==> config.mk <==
export PLATFORM = sky130hd
export DESIGN_NAME = fpe_ctrl
export DESIGN_NICKNAME = d
export VERILOG_FILES = /design/src/rtl/fpe_pkg.sv /design/src/rtl/fpe_ctrl.sv
export SDC_FILE = /design/constraint.sdc
export NUM_CORES = 1
export LEC_CHECK = 0
export ABC_AREA = 1
export BUFFER_PORTS_ARGS = -buffer_cell sky130_fd_sc_hd__clkbuf_2
export CELL_PAD_IN_SITES_DETAIL_PLACEMENT = 1
export CELL_PAD_IN_SITES_GLOBAL_PLACEMENT = 2
export CORE_MARGIN = 1
export CORE_UTILIZATION = 33
export DETAILED_ROUTE_END_ITERATION = 12
export PLACE_DENSITY = 0.82
export SYNTH_ARGS = -nofsm -noshare
export SYNTH_HDL_FRONTEND = slang
export SYNTH_SLANG_ARGS = --single-unit
==> constraint.sdc <==
create_clock -name clk -period 3.1 [get_ports clk]
set_clock_uncertainty 0.1 [all_clocks]
set_input_delay 0.62 -clock clk [delete_from_list [all_inputs] [get_ports clk]]
set_output_delay 0.62 -clock clk [all_outputs]
set_load 0.005 [all_outputs]
==> src/rtl/fpe_pkg.sv <==
// ----------------------------------------------------------------------------
// Frustum plane extractor package
// Shared types, codes and default constants for the plane extractor.
// ----------------------------------------------------------------------------
package fpe_pkg;

    localparam int FRAC_BITS_DEF  = 16;
    localparam int DATA_WIDTH_DEF = 32;
    localparam int FIELD_W        = 32;
    localparam int NUM_PLANES     = 6;
    localparam int SQRT_STEPS     = 31;
    localparam int SUM_W          = 62;
    localparam int ROOT_W         = 31;
    localparam int TERM_W         = 30;

    typedef enum logic [1:0] {
        CMD_LOAD_PROJ = 2'd0,
        CMD_LOAD_VIEW = 2'd1,
        CMD_COMPUTE   = 2'd2
    } cmd_t;

    typedef enum logic [3:0] {
        OP_NONE,
        OP_LOAD_PROJ,
        OP_LOAD_VIEW,
        OP_PP,
        OP_ACC,
        OP_PLANE,
        OP_SHIFT,
        OP_SQ,
        OP_SQRT,
        OP_DIV_STEP,
        OP_DIV_END,
        OP_EMIT
    } dp_op_t;

    typedef enum logic [3:0] {
        ST_IDLE,
        ST_MUL_PP,
        ST_MUL_ACC,
        ST_PLANE,
        ST_CHECK,
        ST_NORM,
        ST_SQ,
        ST_SQRT,
        ST_DIV,
        ST_DIV_END,
        ST_EMIT
    } ctrl_state_t;

    typedef struct packed {
        dp_op_t     op;
        logic [5:0] mac;
        logic [1:0] pp;
        logic [2:0] plane;
        logic [1:0] sel;
        logic       first;
        logic       last;
    } dp_cmd_t;

    typedef struct packed {
        logic norm_done;
        logic zero_normal;
        logic out_free;
    } dp_stat_t;

endpackage

==> src/rtl/fpe_ctrl.sv <==
// ----------------------------------------------------------------------------
// Frustum plane extractor controller
// Sequences loads, the matrix product and the per-plane normalization steps.
// ----------------------------------------------------------------------------
module fpe_ctrl #(
    parameter int FRAC_BITS  = fpe_pkg::FRAC_BITS_DEF,
    parameter int DATA_WIDTH = fpe_pkg::DATA_WIDTH_DEF
) (
    input  logic              clk,
    input  logic              rst_n,
    input  logic              in_valid,
    output logic              in_ready,
    input  logic [1:0]        command,
    input  fpe_pkg::dp_stat_t stat,
    output fpe_pkg::dp_cmd_t  cmd
);
    import fpe_pkg::*;

    localparam int NW = DATA_WIDTH + 1 + FRAC_BITS;
    localparam int CW = $clog2(NW);

    ctrl_state_t    state_reg, state_next;
    logic [5:0]     mac_reg, mac_next;
    logic [2:0]     plane_reg, plane_next;
    logic [1:0]     sel_reg, sel_next;
    logic [CW-1:0]  cnt_reg, cnt_next;

    always_ff @(posedge clk or negedge rst_n)
    begin
        if (!rst_n)
        begin
            state_reg <= ST_IDLE;
            mac_reg   <= '0;
            plane_reg <= '0;
            sel_reg   <= '0;
            cnt_reg   <= '0;
        end
        else
        begin
            state_reg <= state_next;
            mac_reg   <= mac_next;
            plane_reg <= plane_next;
            sel_reg   <= sel_next;
            cnt_reg   <= cnt_next;
        end
    end

    always_comb
    begin
        state_next = state_reg;
        mac_next   = mac_reg;
        plane_next = plane_reg;
        sel_next   = sel_reg;
        cnt_next   = cnt_reg;
        in_ready   = 1'b0;
        cmd.op     = OP_NONE;
        cmd.mac    = mac_reg;
        cmd.pp     = cnt_reg[1:0];
        cmd.plane  = plane_reg;
        cmd.sel    = sel_reg;
        cmd.first  = 1'b0;
        cmd.last   = 1'b0;
        unique case (state_reg)
            ST_IDLE:
            begin
                in_ready = 1'b1;
                if (in_valid)
                begin
                    unique case (cmd_t'(command))
                        CMD_LOAD_PROJ: cmd.op = OP_LOAD_PROJ;
                        CMD_LOAD_VIEW: cmd.op = OP_LOAD_VIEW;
                        CMD_COMPUTE:
                        begin
                            mac_next   = '0;
                            cnt_next   = '0;
                            plane_next = '0;
                            state_next = ST_MUL_PP;
                        end
                        default: cmd.op = OP_NONE;
                    endcase
                end
            end
            ST_MUL_PP:
            begin
                cmd.op   = OP_PP;
                cnt_next = cnt_reg + 1'b1;
                if (cnt_reg[1:0] == 2'd3)
                begin
                    cnt_next   = '0;
                    state_next = ST_MUL_ACC;
                end
            end
            ST_MUL_ACC:
            begin
                cmd.op    = OP_ACC;
                cmd.first = (mac_reg[1:0] == 2'd0);
                cmd.last  = (mac_reg[1:0] == 2'd3);
                mac_next  = mac_reg + 1'b1;
                state_next = (mac_reg == 6'd63) ? ST_PLANE : ST_MUL_PP;
            end
            ST_PLANE:
            begin
                cmd.op     = OP_PLANE;
                state_next = ST_CHECK;
            end
            ST_CHECK:
            begin
                state_next = stat.zero_normal ? ST_EMIT : ST_NORM;
            end
            ST_NORM:
            begin
                if (stat.norm_done)
                begin
                    sel_next   = '0;
                    state_next = ST_SQ;
                end
                else
                begin
                    cmd.op = OP_SHIFT;
                end
            end
            ST_SQ:
            begin
                cmd.op    = OP_SQ;
                cmd.first = (sel_reg == 2'd0);
                sel_next  = sel_reg + 1'b1;
                if (sel_reg == 2'd2)
                begin
                    cnt_next   = '0;
                    state_next = ST_SQRT;
                end
            end
            ST_SQRT:
            begin
                cmd.op    = OP_SQRT;
                cmd.first = (cnt_reg == '0);
                cnt_next  = cnt_reg + 1'b1;
                if (cnt_reg == CW'(SQRT_STEPS - 1))
                begin
                    cnt_next   = '0;
                    sel_next   = '0;
                    state_next = ST_DIV;
                end
            end
            ST_DIV:
            begin
                cmd.op    = OP_DIV_STEP;
                cmd.first = (cnt_reg == '0);
                cnt_next  = cnt_reg + 1'b1;
                if (cnt_reg == CW'(NW - 1))
                begin
                    cnt_next   = '0;
                    state_next = ST_DIV_END;
                end
            end
            ST_DIV_END:
            begin
                cmd.op   = OP_DIV_END;
                sel_next = sel_reg + 1'b1;
                state_next = (sel_reg == 2'd3) ? ST_EMIT : ST_DIV;
            end
            ST_EMIT:
            begin
                if (stat.out_free)
                begin
                    cmd.op = OP_EMIT;
                    if (plane_reg == 3'(NUM_PLANES - 1))
                    begin
                        state_next = ST_IDLE;
                    end
                    else
                    begin
                        plane_next = plane_reg + 1'b1;
                        state_next = ST_PLANE;
                    end
                end
            end
            default: state_next = ST_IDLE;
        endcase
    end

endmodule

# After elaboration in Yosys (flattened, before gate mapping)
# Cells that the tools add are included.
# totals
word_cells	91
input_bits	8
reg_bits	21
# op_classes
n_reduce_logical	16
n_eq_ne	29
add_sub_neg	4
mux	37
# ops
cell	count
case mux 4 bit (11 select lines)	1
two-way mux 4 bit	10
case mux 4 bit (10 select lines)	1
two-way mux 6 bit	6
case mux 6 bit (5 select lines)	1
equality test 4 x 3 -> 1 bit (second input constant)	4
inequality test 2 bit (second input constant)	8
two-way mux 3 bit	5
adder 6 x 1 -> 6 bit (second input constant)	2
equality test 4 bit (second input constant)	3
equality test 6 bit (second input constant)	2
two-way mux 2 bit	6
case mux 6 bit (2 select lines)	1
equality test 2 bit (second input constant)	5
equality test 4 x 2 -> 1 bit (second input constant)	2
AND reduction 8 bit	1
equality test 6 x 5 -> 1 bit (second input constant)	1
logical NOT 2 bit	3
logical NOT 6 bit	1
case mux 2 bit (3 select lines)	1
case mux 3 bit (2 select lines)	1
AND reduction 3 bit	2
AND reduction 5 bit	1
nonzero test 5 bit	1
other kinds (14)	17

# Logic depth before layout (Yosys ltp)
# depth
word_depth	4
depth_mapped	11
mapped_depth_nobuf	11

# Least setup slack after synthesis
# OpenSTA, ideal clock, no wires.
# synth_path
path_type	register -> output
from	reg state_reg[1]
to	out cmd[16] (netlist bit)
setup_slack_ps	1325
arrival_time_ps	1055
t_required_ps	2380
path_stages_with_launch	6
cell_sequence	dfrtp_1 nor2_1 nand2_2 inv_4 nand4_1 nand4_1
# synth_rtl
element	line_no	rtl
start: declaration	fpe_ctrl.sv:22	ctrl_state_t state_reg, state_next;
start signal: assignment	fpe_ctrl.sv:40	state_reg <= state_next;
end: declaration	fpe_ctrl.sv:15	output fpe_pkg::dp_cmd_t cmd

==> metrics.md <==
| Metric | Value |
|---|---|
| Die area | 5230 sq um |
| Synth cell types | 24 |
| Post-DP Area | 1830 sq um |
| Antenna violations before repair | 0 |
| CTS Buffer Depth | 2 |
| Fin. Hold Viols | 0 |
| Clock network fraction of total power | 11.6% |
| Num CTS Buffers | 3 |
| CP startpoint | state_reg[1] |
| Skew-Pair Late Insertion Delay | 0.27 ns |
| WL final | 4340 microns |
| Die height | 72.3 microns |
| Cts hold-fix bufs | 0 |
| I/O Buffers | 27 |
| Worst-Margin Slew | 0.561 ns |
| Share of layout cells above drive strength 1 | 15.4% |
| F_max | 0.408 GHz |
| First drt pass iteration count | 4 |
| Maximum VDD drop | 275 uV |
| Crit path launch type | register |
| Worst r2r dst | cnt_reg[3] |
| Synthesized flop and latch total | 21 |
| Crit Path Class | reg2out |
| Iteration-0 DRC Markers | 78 |
| Final setup vio count | 0 |
| Nets | 292 |
| Critical Path Most Common Cell | inv_1 |
| Synth Cell Area | 1630 sq um |
| CP peak stage delay | 0.45 ns |
| CTS root buffer | clkbuf_8 |
| Boundary Pins | 28 |
| R2R depth | 11 |
| Diode count | 0 |
| Switching part of the total | 52.2% |
| Gpl congestion | 0.848 |
| PostCTS Resize Cnt | 0 |
| Max_slew headroom | 62.6% |
| Pleak | 1.08 nW |
| Yosys warnings | 0 |
| Pwr dens | 898 nW/um^2 |
| Worst Setup EP | cmd[17] |
| Final non-filler cell area | 1880 sq um |
| Largest net degree at the start of global routing | 22 |
| Num Clock Sinks | 21 |
| # Post-CTS Setup Buffers | 0 |
| Fin util | 39.8% |
| Period Utilization, post-route | 79.1% |
| Seq/Total Area, Yosys | 32.2% |
| WP data required | 2.38 ns |
| Max stage delay cell, worst path | dfrtp_1 |
| WP data arrival | 1.73 ns |
| Int Power | 0.807 mW |
| Crit path depth | 7 |
| Synth Instances | 243 |
| Die width | 72.3 microns |
| Sequential Power Share | 29.5% |
| Setup TNS Final | 0 ns |
| R2r setup slk | 1.13 ns |
| Crit-path cells | inv_1 > nor2_1 > nand2_1 > inv_1 > a21oi_1 > o21ai_0 > clkbuf_2 |
| CP max FO | 6 |
| CTS tree | done |
| Tot GR Track Use | 18.5% |
| Post-Syn Area per Cell | 6.71 sq um |
| Clock slew at reported path FFs | 0.09 ns |
| RSZ-0062 raised after global routing | no |
| Net Switching | 0.880 mW |
| Post-DR wirelength/cell | 12.8 microns |
| First-pass GRT wire length | 7410 microns |
| Crit. End Element | output port |
| Slew Limit Fails | 0 |
| Max Cap Violations | 0 |
| Outcome | complete, no violations |
| Vias | 1572 |
| Critical path's top delay family | flip-flops |
| FF-to-FF Start | cnt_reg[0] |
| Starting density of the core | 34.5% |
| Vias in the first global route | 1543 |
| Comb pwr share | 58.9% |
| Final ANT Viol Nets | 0 |
| GR Overflow Total | 0 |
| Post-DR vias/cell | 4.64 |
| Detailed Place HPWL | 3570 microns |
| Commonest cells after routing, fill and taps aside | nand2_1, inv_1, clkbuf_2 |
| Hold Crit Class | in2async |
| Row count | 25 |
| Fill cell count | 632 |
| Most common cell after layout, fill and taps aside | nand2_1 |
| H-tree levels | 1 |
| Core box area | 4720 sq um |
| Syn Nets | 262 |
| Area Overhead vs Synth | 15.3% |
| Min cycle time layout | 2.45 ns |
| Crit path buf inv count | 3 |
| Post-route DRC violation count | 0 |
[metrics by stage]
stage	hold slack (ns)	total power [mW]	std cells	worst slack [ns]
2_1_floorplan	0.224	1.18	243	1.32
3_3_place_gp	0.423	1.51	335	0.881
3_5_place_dp	0.425	1.52	335	0.934
4_1_cts	0.251	1.72	339	0.626
5_1_grt	0.272	1.89	339	0.472
6_report	0.223	1.69	339	0.649
[worst register-to-register path: stages, from the launching register on]
cell     delay [ns]
dfrtp_1        0.44
inv_1          0.17
ha_1           0.18
nand2_1        0.05
nor2_1         0.08
nand2_1        0.08
nand2_1        0.10
nand2_1        0.12
nor2_2         0.30
inv_1          0.12
nand2_1        0.08
nand2_1        0.05
[power groups by stage]
stage | logic (mW) | clock network (mW) | registers, mW
6_report | 0.994 | 0.195 | 0.498
2_1_floorplan | 0.701 | 0 | 0.479
5_1_grt | 1.16 | 0.211 | 0.519
3_5_place_dp | 1.01 | 0 | 0.508
3_3_place_gp | 1.01 | 0 | 0.501
4_1_cts | 1.02 | 0.200 | 0.502
[layer usage]
layer	wire, microns	vias up	track usage, %
met4	55	0	5.23
met1	2120	727	25.5
met3	68	5	2.08
met2	2100	18	30.6
li1	-	822	-
met5	0	-	0
[cells in the mapped netlist]
cell | count | share of area, %
nand2_1 | 78 | 18
inv_1 | 39 | 9.0
nand3_1 | 22 | 6.8
dfrtp_1 | 21 | 32
nor2_1 | 21 | 4.8
o21ai_0 | 13 | 4.0
ha_1 | 11 | 8.4
nand4_1 | 8 | 3.1
a21oi_1 | 4 | 1.2
nor2_2 | 4 | 1.5
xor2_1 | 3 | 1.6
a22oi_1 | 2 | 0.92
buf_4 | 2 | 0.92
nand2_2 | 2 | 0.77
nand2_4 | 2 | 1.4
nand3b_1 | 2 | 0.92
o211ai_1 | 2 | 0.92
inv_4 | 1 | 0.38
nand3_2 | 1 | 0.61
nor2_4 | 1 | 0.69
nor3_1 | 1 | 0.31
o21bai_2 | 1 | 0.69
o31ai_1 | 1 | 0.46
or2_1 | 1 | 0.38
[cell families (layout without fill, tap and decap cells)]
family	Yosys count	in the layout	share of synthesized area, %
compound gates	23	23	8.21
xor+xnor	3	3	1.61
fa+ha+maj	11	11	8.44
buf+inv	42	71	10.3
flops	21	21	32.2
simple gates	143	143	39.2
[final cells by class]
type,count,area [sq um],area share [%]
multi-input cells,180,937,49.9
flip-flops and latches,21,526,28.0
inverters,40,153,8.12
repair buffers,27,135,7.19
well taps,67,83.8,4.46
clock buffers,4,45.0,2.40
[worst min-delay path by stage]
stage | from | endpoint | slack [ns] | cells past startpoint
5_1_grt | rst_n | mac_reg[0] | 0.27 | 1
3_5_place_dp | cnt_reg[5] | cnt_reg[5] | 0.42 | 2
2_1_floorplan | rst_n | cnt_reg[0] | 0.22 | 0
6_report | rst_n | mac_reg[0] | 0.22 | 1
4_1_cts | rst_n | mac_reg[0] | 0.25 | 1
3_3_place_gp | cnt_reg[5] | cnt_reg[5] | 0.42 | 2
(Power assumes the default switching activity.)
